[src/rtl/cxfc_pkg.sv]
// Shared types, constants and CRC/keystream functions of the frame checker.
package cxfc_pkg;

    localparam int POS_W = 17;

    localparam logic [POS_W-1:0] HDR_BYTES = 17'd12;
    localparam logic [POS_W-1:0] POS_MAX   = 17'h1FFFF;

    // Header byte positions
    localparam logic [POS_W-1:0] POS_MAGIC_LO = 17'd0;
    localparam logic [POS_W-1:0] POS_MAGIC_HI = 17'd1;
    localparam logic [POS_W-1:0] POS_VERSION  = 17'd2;
    localparam logic [POS_W-1:0] POS_TYPE     = 17'd3;
    localparam logic [POS_W-1:0] POS_LEN_LO   = 17'd4;
    localparam logic [POS_W-1:0] POS_LEN_HI   = 17'd5;
    localparam logic [POS_W-1:0] POS_SUM_B0   = 17'd6;
    localparam logic [POS_W-1:0] POS_SUM_B1   = 17'd7;
    localparam logic [POS_W-1:0] POS_SUM_B2   = 17'd8;
    localparam logic [POS_W-1:0] POS_SUM_B3   = 17'd9;

    localparam logic [15:0] FRAME_MAGIC   = 16'hAF41;
    localparam logic [7:0]  FRAME_VERSION = 8'd1;
    localparam logic [31:0] CRC_POLY      = 32'hEDB88320;
    localparam logic [31:0] CRC_INIT      = 32'hFFFFFFFF;
    localparam logic [31:0] SEED_MIX      = 32'h9E3779B9;

    // APB register map
    localparam int          APB_AW               = 3;
    localparam logic [APB_AW-1:0] REG_SESSION_KEY = 3'd0;

    typedef struct packed {
        logic [7:0] data;
        logic       last;
    } cxfc_item_t;

    typedef struct packed {
        logic [15:0] payload_length;
        logic [7:0]  frame_type;
        logic        frame_ok;
        logic        frame_done;
        logic        byte_is_payload;
        logic [7:0]  byte_out;
    } cxfc_result_t;

    // One byte of reflected CRC-32, bit at a time (eight XOR/shift layers)
    function automatic logic [31:0] crc_byte(input logic [31:0] c_in, input logic [7:0] b);
        logic [31:0] c;
        c = c_in ^ {24'd0, b};
        for (int k = 0; k < 8; k++) begin
            c = (c >> 1) ^ (CRC_POLY & {32{c[0]}});
        end
        return c;
    endfunction

    // xorshift32 step, shifts 13/17/5
    function automatic logic [31:0] xs_next(input logic [31:0] s_in);
        logic [31:0] s;
        s = s_in;
        s = s ^ (s << 13);
        s = s ^ (s >> 17);
        s = s ^ (s << 5);
        return s;
    endfunction

endpackage

[src/rtl/crc_xorshift_frame_checker_top.sv]
// Top level of the CRC-32 / xorshift32 frame checker.
// An accepted item waits in the input register until the core takes it, then moves to the result register.
// Throughput: one item per cycle while m_tready stays high; CRC and keystream step are one combinational pass.
// A stalled result register holds its item while the input register still takes one more.
// Reset (aresetn low, synchronous): channels empty, frame state cleared, CRC all ones,
//   session_key zero.
module crc_xorshift_frame_checker_top (
    input  logic                        aclk,
    input  logic                        aresetn,
    // APB config
    input  logic                        psel,
    input  logic                        penable,
    input  logic                        pwrite,
    input  logic [cxfc_pkg::APB_AW-1:0] paddr,
    input  logic [31:0]                 pwdata,
    output logic [31:0]                 prdata,
    output logic                        pready,
    // received byte stream
    input  logic                        s_tvalid,
    output logic                        s_tready,
    input  logic [7:0]                  s_tdata,   // [7:0] byte_in
    input  logic                        s_tlast,   // end_of_frame
    // result stream
    output logic                        m_tvalid,
    input  logic                        m_tready,
    // [7:0] byte_out, [8] frame_ok, [16:9] frame_type, [32:17] payload_length, rest zero
    output logic [39:0]                 m_tdata,
    output logic                        m_tuser,   // byte_is_payload
    output logic                        m_tlast    // frame_done
);
    import cxfc_pkg::*;

    logic [31:0]  key;
    logic         item_valid;
    cxfc_item_t   item;
    logic         take;
    cxfc_result_t result;

    // Key register; the user must write it only while the stream is idle (the block does not enforce this).
    cxfc_apb_regs u_regs (
        .aclk        (aclk),
        .aresetn     (aresetn),
        .psel        (psel),
        .penable     (penable),
        .pwrite      (pwrite),
        .paddr       (paddr),
        .pwdata      (pwdata),
        .prdata      (prdata),
        .pready      (pready),
        .session_key (key)
    );

    // Input register: frees s_tready whenever the core takes the held item.
    cxfc_in_reg u_in (
        .aclk       (aclk),
        .aresetn    (aresetn),
        .s_tvalid   (s_tvalid),
        .s_tready   (s_tready),
        .s_tdata    (s_tdata),
        .s_tlast    (s_tlast),
        .take       (take),
        .item_valid (item_valid),
        .item       (item)
    );

    // Header capture, descramble, CRC, verdict and result register.
    cxfc_core u_core (
        .aclk        (aclk),
        .aresetn     (aresetn),
        .item_valid  (item_valid),
        .item        (item),
        .session_key (key),
        .take        (take),
        .m_tready    (m_tready),
        .m_tvalid    (m_tvalid),
        .result      (result)
    );

    // Result packing
    assign m_tdata = {7'd0, result.payload_length, result.frame_type, result.frame_ok,
                      result.byte_out};
    assign m_tuser = result.byte_is_payload;
    assign m_tlast = result.frame_done;

endmodule

[src/rtl/cxfc_apb_regs.sv]
// APB register block holding the session key.
module cxfc_apb_regs (
    input  logic                         aclk,
    input  logic                         aresetn,
    input  logic                         psel,
    input  logic                         penable,
    input  logic                         pwrite,
    input  logic [cxfc_pkg::APB_AW-1:0]  paddr,
    input  logic [31:0]                  pwdata,
    output logic [31:0]                  prdata,
    output logic                         pready,
    output logic [31:0]                  session_key
);
    import cxfc_pkg::*;

    logic [31:0] key_reg;
    logic [31:0] key_next;
    logic        wr_en;

    assign pready = 1'b1;
    assign wr_en  = psel && penable && pwrite && pready && (paddr == REG_SESSION_KEY);

    always_comb begin
        key_next = key_reg;
        if (wr_en) begin
            key_next = pwdata;
        end
    end

    always_ff @(posedge aclk) begin
        if (!aresetn) begin
            key_reg <= '0;
        end else begin
            key_reg <= key_next;
        end
    end

    assign prdata      = (paddr == REG_SESSION_KEY) ? key_reg : 32'd0;
    assign session_key = key_reg;

endmodule

[src/rtl/cxfc_in_reg.sv]
// Input register stage of the byte stream.
module cxfc_in_reg (
    input  logic                 aclk,
    input  logic                 aresetn,
    input  logic                 s_tvalid,
    output logic                 s_tready,
    input  logic [7:0]           s_tdata,
    input  logic                 s_tlast,
    input  logic                 take,
    output logic                 item_valid,
    output cxfc_pkg::cxfc_item_t item
);
    import cxfc_pkg::*;

    logic       valid_reg;
    logic       valid_next;
    cxfc_item_t item_reg;
    logic       load;

    assign s_tready = !valid_reg || take;
    assign load     = s_tvalid && s_tready;

    always_comb begin
        valid_next = valid_reg;
        if (load) begin
            valid_next = 1'b1;
        end else if (take) begin
            valid_next = 1'b0;
        end
    end

    always_ff @(posedge aclk) begin
        if (!aresetn) begin
            valid_reg <= 1'b0;
        end else begin
            valid_reg <= valid_next;
        end
    end

    always_ff @(posedge aclk) begin
        if (load) begin
            item_reg.data <= s_tdata;
            item_reg.last <= s_tlast;
        end
    end

    assign item_valid = valid_reg;
    assign item       = item_reg;

endmodule

[src/rtl/cxfc_core.sv]
// Frame state, descramble/CRC update and result register.
module cxfc_core (
    input  logic                   aclk,
    input  logic                   aresetn,
    input  logic                   item_valid,
    input  cxfc_pkg::cxfc_item_t   item,
    input  logic [31:0]            session_key,
    output logic                   take,
    input  logic                   m_tready,
    output logic                   m_tvalid,
    output cxfc_pkg::cxfc_result_t result
);
    import cxfc_pkg::*;

    logic [POS_W-1:0] pos_reg,   pos_next;
    logic [15:0]      magic_reg, magic_next;
    logic [7:0]       ver_reg,   ver_next;
    logic [7:0]       type_reg,  type_next;
    logic [15:0]      len_reg,   len_next;
    logic [31:0]      sum_reg,   sum_next;
    logic [31:0]      crc_reg,   crc_next;
    logic [31:0]      ks_reg,    ks_next;
    logic             out_valid_reg, out_valid_next;
    cxfc_result_t     res_reg,   res_next;

    logic [31:0]      ks_cur;
    logic [31:0]      ks_adv;
    logic [7:0]       plain;
    logic             is_hdr;
    logic             is_pay;
    logic [POS_W-1:0] pos_inc;
    logic [POS_W-1:0] pay_end;
    logic [POS_W-1:0] need_len;
    logic [15:0]      magic_u;
    logic [7:0]       ver_u;
    logic [7:0]       type_u;
    logic [15:0]      len_u;
    logic [31:0]      sum_u;
    logic [31:0]      crc_u;
    logic             ok;

    assign take = item_valid && (!out_valid_reg || m_tready);

    // Keystream reseeds on the first byte of a frame
    assign ks_cur   = (pos_reg == '0) ? (session_key ^ SEED_MIX) : ks_reg;
    assign ks_adv   = xs_next(ks_cur);
    assign plain    = item.data ^ ks_adv[31:24];
    assign is_hdr   = pos_reg < HDR_BYTES;
    assign pay_end  = HDR_BYTES + {1'b0, len_reg};
    assign is_pay   = !is_hdr && (pos_reg < pay_end);
    assign pos_inc  = (pos_reg == POS_MAX) ? pos_reg : pos_reg + 1'b1;

    always_comb begin
        magic_u = magic_reg;
        ver_u   = ver_reg;
        type_u  = type_reg;
        len_u   = len_reg;
        sum_u   = sum_reg;
        case (pos_reg)
            POS_MAGIC_LO: magic_u[7:0]  = item.data;
            POS_MAGIC_HI: magic_u[15:8] = item.data;
            POS_VERSION:  ver_u         = item.data;
            POS_TYPE:     type_u        = item.data;
            POS_LEN_LO:   len_u[7:0]    = item.data;
            POS_LEN_HI:   len_u[15:8]   = item.data;
            POS_SUM_B0:   sum_u[7:0]    = item.data;
            POS_SUM_B1:   sum_u[15:8]   = item.data;
            POS_SUM_B2:   sum_u[23:16]  = item.data;
            POS_SUM_B3:   sum_u[31:24]  = item.data;
            default: ;
        endcase
    end

    assign crc_u    = is_pay ? crc_byte(crc_reg, plain) : crc_reg;
    assign need_len = HDR_BYTES + {1'b0, len_u};
    assign ok       = (magic_u == FRAME_MAGIC) && (ver_u == FRAME_VERSION) &&
                      (pos_inc >= need_len) && ((~crc_u ^ session_key) == sum_u);

    always_comb begin
        pos_next   = pos_reg;
        magic_next = magic_reg;
        ver_next   = ver_reg;
        type_next  = type_reg;
        len_next   = len_reg;
        sum_next   = sum_reg;
        crc_next   = crc_reg;
        ks_next    = ks_reg;
        res_next   = res_reg;
        out_valid_next = out_valid_reg;
        if (m_tready) begin
            out_valid_next = 1'b0;
        end
        if (take) begin
            out_valid_next           = 1'b1;
            res_next.byte_out        = is_pay ? plain : 8'd0;
            res_next.byte_is_payload = is_pay;
            res_next.frame_done      = item.last;
            res_next.frame_ok        = item.last && ok;
            res_next.frame_type      = item.last ? type_u : 8'd0;
            res_next.payload_length  = item.last ? len_u : 16'd0;
            ks_next                  = is_pay ? ks_adv : ks_cur;
            if (item.last) begin
                pos_next   = '0;
                magic_next = '0;
                ver_next   = '0;
                type_next  = '0;
                len_next   = '0;
                sum_next   = '0;
                crc_next   = CRC_INIT;
            end else begin
                pos_next   = pos_inc;
                magic_next = magic_u;
                ver_next   = ver_u;
                type_next  = type_u;
                len_next   = len_u;
                sum_next   = sum_u;
                crc_next   = crc_u;
            end
        end
    end

    always_ff @(posedge aclk) begin
        if (!aresetn) begin
            pos_reg       <= '0;
            magic_reg     <= '0;
            ver_reg       <= '0;
            type_reg      <= '0;
            len_reg       <= '0;
            sum_reg       <= '0;
            crc_reg       <= CRC_INIT;
            out_valid_reg <= 1'b0;
        end else begin
            pos_reg       <= pos_next;
            magic_reg     <= magic_next;
            ver_reg       <= ver_next;
            type_reg      <= type_next;
            len_reg       <= len_next;
            sum_reg       <= sum_next;
            crc_reg       <= crc_next;
            out_valid_reg <= out_valid_next;
        end
    end

    always_ff @(posedge aclk) begin
        ks_reg  <= ks_next;
        res_reg <= res_next;
    end

    assign m_tvalid = out_valid_reg;
    assign result   = res_reg;

    // frame end clears frame state
    a_eof_clears: assert property (@(posedge aclk) disable iff (!aresetn)
        (take && item.last) |=> (pos_reg == '0 && crc_reg == CRC_INIT && len_reg == '0))
        else $error("frame state not cleared after end of frame");

    // only header-free positions carry payload
    a_pay_after_hdr: assert property (@(posedge aclk) disable iff (!aresetn)
        (take && is_pay) |-> (pos_reg >= HDR_BYTES))
        else $error("payload flagged inside header");

    // verdict fields only on frame_done results
    a_verdict_gated: assert property (@(posedge aclk) disable iff (!aresetn)
        (out_valid_reg && !res_reg.frame_done) |->
        (!res_reg.frame_ok && res_reg.frame_type == '0 && res_reg.payload_length == '0))
        else $error("verdict fields set on non-final result");

    // byte_out is zero unless it is a payload byte
    a_byte_gated: assert property (@(posedge aclk) disable iff (!aresetn)
        (out_valid_reg && !res_reg.byte_is_payload) |-> (res_reg.byte_out == '0))
        else $error("byte_out nonzero outside payload");

endmodule

[config.mk]
export PLATFORM = sky130hd
export DESIGN_NAME = crc_xorshift_frame_checker_top
export DESIGN_NICKNAME = d
export VERILOG_FILES = /design/src/rtl/cxfc_pkg.sv /design/src/rtl/crc_xorshift_frame_checker_top.sv /design/src/rtl/cxfc_apb_regs.sv /design/src/rtl/cxfc_in_reg.sv /design/src/rtl/cxfc_core.sv
export SDC_FILE = /design/constraint.sdc
export NUM_CORES = 1
export LEC_CHECK = 0
export BUFFER_PORTS_ARGS = -buffer_cell sky130_fd_sc_hd__buf_2
export CAP_MARGIN = 10
export CORE_ASPECT_RATIO = 0.7
export CORE_MARGIN = 4
export CORE_UTILIZATION = 66
export DETAILED_ROUTE_END_ITERATION = 12
export GPL_TIMING_DRIVEN = 0
export PLACE_DENSITY = 0.91
export SLEW_MARGIN = 40
export SYNTH_ARGS = -nofsm -noshare
export SYNTH_HDL_FRONTEND = slang
export SYNTH_SLANG_ARGS = --single-unit
[constraint.sdc]
create_clock -name aclk -period 8.3 [get_ports aclk]
set_clock_uncertainty 0.1 [all_clocks]
set_input_delay 0.83 -clock aclk [delete_from_list [all_inputs] [get_ports aclk]]
set_output_delay 0.83 -clock aclk [all_outputs]
set_load 0.01 [all_outputs]
* Word level (Yosys, flattened, before mapping) *
Cells that the tools add are included.

word-level totals
  register bits = 239
  bits of input ports = 51
  memories = 0
  output and inout bits = 77
  memory bits (read-only) = 0
  logic and storage cells = 99
  latch bits = 0
  memory bits (writable) = 0

operators by class
  shifts and indexed selects = 0
  multiply operators = 0
  add/sub/neg operators = 3
  bitwise operators = 16
  order comparisons = 3
  equality and inequality tests = 13
  divide/modulo/power cells = 0
  multiplexer cells = 26
  reduce and logical (&&, ||, !) cells = 19

operator list
  operator                                                     count
  XOR 31 x 32 -> 32 bit                                        8
  2-to-1 mux 32 bit                                            6
  2-to-1 mux 8 bit                                             12
  XOR 32 bit                                                   3
  == test 17 x 3 -> 1 bit, second input constant               4
  adder 4 x 16 -> 17 bit, first input constant                 2
  == test 17 x 2 -> 1 bit, second input constant               2
  == test 17 x 4 -> 1 bit, second input constant               2
  2-to-1 mux 17 bit                                            2
  == test 32 bit                                               1
  2-to-1 mux 16 bit                                            2
  inverter 32 bit                                              1
  XOR 32 x 15 -> 32 bit                                        1
  XOR 32 x 8 -> 32 bit                                         1
  inverter 20 bit                                              1
  adder 17 x 1 -> 17 bit, second input constant                1
  == test 17 x 1 -> 1 bit, second input constant               1
  == test 17 bit, second input constant                        1
  >= comparator 17 bit                                         1
  zero test 17 bit                                             1
  less-than comparator 17 bit                                  1
  less-than comparator 17 x 4 -> 1 bit, second input constant  1
  == test 16 bit, second input constant                        1
  logical AND 1 bit                                            10
  other kinds (7)                                              14

* Longest topological paths before layout *
  depth after elaboration = 21
  depth in mapped cells = 24
  gate-level depth less buffers = 21

* Modules after synthesis *
From an unflattened synthesis, not the netlist that was laid out.

second synthesis, totals
  cell total of the unflattened synthesis = 1,615
  area total of the unflattened synthesis = 15,234.6 sq um

modules (own cells, without submodules)
  module                          seq. area each (sq um)  times used  cells an instance  area an instance (sq um)
  cxfc_core                       4,614.4                 1           1,415              13,299.0
  cxfc_apb_regs                   640.6                   1           178                1,551.5
  cxfc_in_reg                     290.3                   1           14                 327.8
  crc_xorshift_frame_checker_top  0.0                     1           8                  56.3

* Worst setup path before layout *
No wires, ideal clock.

  kind = register to register
  start point = reg u_core.pos_reg[13]
  end point = reg u_core.res_reg, in the netlist u_core.result[10], data pin
  data required time = 8,030 ps
  library setup time = 170 ps
  period minus slack after synthesis = 5,372 ps
  arrival time = 5,102 ps
  setup slack = 2,928 ps
  cell stages (with the launch flop) = 24
  buffers on the path = 2
  cell sequence = dfxtp_1 > buf_6 > or4_4 > nor3_1 > and3_1 > clkbuf_1 > mux2i_1 > ha_1 > nor3_1 > nand2_1 > a21o_1 > a21oi_1 > xor2_1 > ha_1 > nand2_1 > nor3_1 > a221oi_1 > nor2_1 > a211oi_1 > nand3_1 > nand4_1 > nor3_1 > or4b_1 > nor4_2

on the way
  word-level cells in the longest chain between the ends = 21
  elaborated cells between the ends (all ways) = 51
  those cells by class = add/sub (2); order compare (3); eq/ne (12); mux (12); bitwise (15); reduce/logical (7)

RTL lines
  what                                RTL line                          source
  start: declaration                  cxfc_core.sv:15                   logic [POS_W-1:0] pos_reg, pos_next;
  start signal: assignment            cxfc_core.sv:133                  pos_reg <= pos_next;
  zero test 17 bit                    cxfc_core.sv:45, cxfc_core.sv:59
  2-to-1 mux 32 bit                   cxfc_core.sv:45                   assign ks_cur = (pos_reg == '0) ? (session_key ^ SEED_MIX) : ks_reg;
  XOR 32 bit                          cxfc_pkg.sv:59                    s = s ^ (s << 13);
  XOR 32 x 15 -> 32 bit               cxfc_pkg.sv:60                    s = s ^ (s >> 17);
  XOR 32 bit                          cxfc_pkg.sv:61                    s = s ^ (s << 5);
  XOR 8 bit                           cxfc_core.sv:47                   assign plain = item.data ^ ks_adv[31:24];
  XOR 32 x 8 -> 32 bit                cxfc_pkg.sv:48                    c = c_in ^ {24'd0, b};
  XOR 31 x 32 -> 32 bit (8 in a row)  cxfc_pkg.sv:50                    c = (c >> 1) ^ (CRC_POLY & {32{c[0]}});
  2-to-1 mux 32 bit                   cxfc_core.sv:74                   assign crc_u = is_pay ? crc_byte(crc_reg, plain) : crc_reg;
  inverter 32 bit                     cxfc_core.sv:77                   (pos_inc >= need_len) && ((~crc_u ^ session_key) == sum_u);
  XOR 32 bit                          cxfc_core.sv:77
  == test 32 bit                      cxfc_core.sv:77
  logical AND 1 bit *                 cxfc_core.sv:77
  logical AND 1 bit *                 cxfc_core.sv:98                   res_next.frame_ok = item.last && ok;
  end signal: assignment              cxfc_core.sv:146                  res_reg <= res_next;
  end: declaration                    cxfc_core.sv:24                   cxfc_result_t res_reg, res_next;

Mark *: on every way between the ends. The rest lies on a longest branch, timed or not.
A chain may end at the register's enable or synchronous reset.

* Final worst setup path *
  start point = reg u_core.pos_reg[7]
  end point = reg u_core.res_reg, in the netlist u_core.result[10], data pin

Same word-level chain as after synthesis.

==> flow_metrics.tcl <==
set metrics [dict create \
    antenna_found_initial 3 \
    synthArstFlopShare 0 \
    wirelength_um 49000 \
    critPathMaxFanout 10 \
    min_period_over_period 0.857 \
    ys_seq_area_frac 0.368 \
    hp-class "primary input to flop" \
    final_max_slew_viol_count 0 \
    post_cts_buffers 0 \
    grt_pass1_wl_um 72900 \
    yosys-top-cells-count "xnor2_1, nand2_1, dfxtp_1" \
    hold_viol_final 0 \
    ir_worst_vdd_uv 216 \
    status "finished clean" \
    rows 45 \
    syn_to_final_growth_pct 12.7 \
    cp.arrival_ns 7.35 \
    cts_resized 0 \
    insertion_delay_ns 0.55 \
    synth_top_area_share 0.217 \
    die_h_um 134 \
    syn_inst 1632 \
    path_class "flop to flop" \
    synth_area_leader_cell "dfxtp_1" \
    cp_top_family "simple AND/OR/NAND/NOR gates" \
    cts_tree "yes" \
    core_mm2 0.0221 \
    path_buf_inv 2 \
    vias_per_cell 6.41 \
    final_nets 1876 \
    crit_required_ns 8.53 \
    hold_buffers 0 \
    synth_warnings 0 \
    p_leak_uw 0.00607 \
    rsz0062_at_grt "false" \
    start_util 0.683 \
    fillers 1571 \
    tightestPinTransition_ns 0.928 \
    slowest_stage "nor3_1" \
    ant_nets 0 \
    dp_hpwl_um 35900 \
    h-tree-depth 1 \
    synth_edf_count 76 \
    dr.pass1.iters 8 \
    post-route-drc-count 0 \
    wl_per_cell_um 23.2 \
    p_per_area_mw_per_mm2 167 \
    setup_violations 0 \
    ys_ff_latch 239 \
    synth.most_common_cell "xnor2_1" \
    synth_area_leaders "dfxtp_1, edfxtp_1, xnor2_1" \
    gp_congestion 1.03 \
    root_buffer "clkbuf_16" \
    cts.path.max_buffers 3 \
    ys.flop_type "dfxtp_1" \
    drive_above_1_share 0.123 \
    crit_path_start_kind "flop" \
    cts.sinks 239 \
    power_uw 2830 \
    die_area_mm2 0.0253 \
    overflow 0 \
    crit_path_cell_trace "clkbuf_1, or4_1, nor3_2, and3_1, clkbuf_1, mux2i_1, ha_1, nor3_1, nand2_1, a21o_1, a21oi_1, xor2_1, ha_1, nand2_1, nor3_1, a221oi_1, nor2_1, a211oi_1, nand3_1, nand4_1, nor3_1, or4b_1, nor4_2" \
    cts-buffers-inserted 24 \
    slew-limit-headroom 0.381 \
    max_freq_mhz 141 \
    grt_pass1_vias 12400 \
    synth_area_per_cell_um2 9.23 \
    ff_latch_area_mm2 0.00555 \
    multi_input_area_mm2 0.00903 \
    grt_max_degree 38 \
    largest_reg_flops 35 \
    vias 13500 \
    die_w_um 189 \
    grt_usage 0.370 \
    port-buffer-count 118 \
    cpPeakStageDelay_ns 0.63 \
    drt-initial-drc-count 2577 \
    worstSetupEndpointType "flop" \
    finalSetupTns_ns 0 \
    boundaryPins 128 \
    path_clk_slew_ns 0.08 \
    ys_types 63 \
    cp_common_cell "nor3_1" \
    period_minus_slack_ns 7.11 \
    cap_violations 0 \
    post-route-util 0.769 \
    syn_area_mm2 0.0151 \
]
## cells in the final DEF (no fill, tap or decap), types with 8 or more instances in the layout
cell type  Yosys  routed
a21boi_0      34      34
a21o_1         9       9
a21oi_1       67      67
a22oi_1       84      84
and2_1        42      42
and3_1        10      10
buf_1         13      13
buf_2          2     122
buf_4          8       8
clkbuf_1      92      90
clkbuf_16      0      25
conb_1         2       8
dfxtp_1      163     163
edfxtp_1      76      76
ha_1          39      39
inv_1         10      10
mux2i_1       74      74
nand2_1      171     171
nand3_1       47      47
nand4_1       20      20
nor2_1       105     104
nor2b_1      107     107
nor3_1        10       8
o21ai_0       30      30
o22ai_1       30      30
xnor2_1      200     200
xnor2_2       13      13
xor2_1        81      81
## final cells by class
type | instances | area share
antenna | 2 | 0.000295
multi-input combinational | 1270 | 0.532
clock buffer | 29 | 0.0395
buffer | 118 | 0.0297
timing repair buffer | 122 | 0.0377
sequential | 239 | 0.327
clock inverter | 15 | 0.00885
tap | 305 | 0.0225
inverter | 11 | 0.00243
## per-stage QoR
stage	std cells	setup slack [ns]	hold WS, ns	cell area, um2
after CTS	2109	1.27	0.377	16900
after global routing	2109	0.935	0.379	17000
final	2111	1.19	0.376	17000
after floorplan	1638	2.93	0.376	15100
after global placement	2061	1.43	0.399	16100
after detailed placement	2065	1.34	0.415	16100
## logic make-up after synthesis
group | share of synthesized area
xor gates and xnor gates | 0.196
AOI/OAI and AO/OA | 0.121
other | 0.000499
and+or+nand+nor | 0.183
DFF | 0.368
adders and majority gates | 0.0324
muxes | 0.0629
buffers and inverters | 0.0358
## per-layer routing
layer,part of all wire,track usage
met5,0.0016,0.0192
met4,0.035,0.111
met3,0.17,0.145
met2,0.40,0.510
met1,0.39,0.532
## power by group
group | internal [uW] | leakage, uW | switching, uW
clock | 644 | 0.000401 | 495
combinational | 187 | 0.00367 | 266
sequential | 1220 | 0.00200 | 14.7
total | 2060 | 0.00607 | 776
## path summary, 6_finish.rpt
| check | startpoint | to | slack (ns) | cells after the start |
|---|---|---|---|---|
| setup / recovery | u_core.pos_reg[7]$_SDFFE_PN0P_ | u_core.result[10]$_DFFE_PP_ | 1.19 | 23 |
| setup reg to reg | u_core.pos_reg[7]$_SDFFE_PN0P_ | u_core.result[10]$_DFFE_PP_ | 1.19 | 23 |
| hold / removal | s_tdata[1] | u_in.item[2]$_DFFE_PP_ | 0.38 | 1 |
| hold reg to reg | u_in.item_valid$_SDFFE_PN0P_ | u_core.m_tvalid$_SDFFE_PN0P_ | 0.43 | 1 |
No activity file was read; power rests on OpenSTA's default activity.
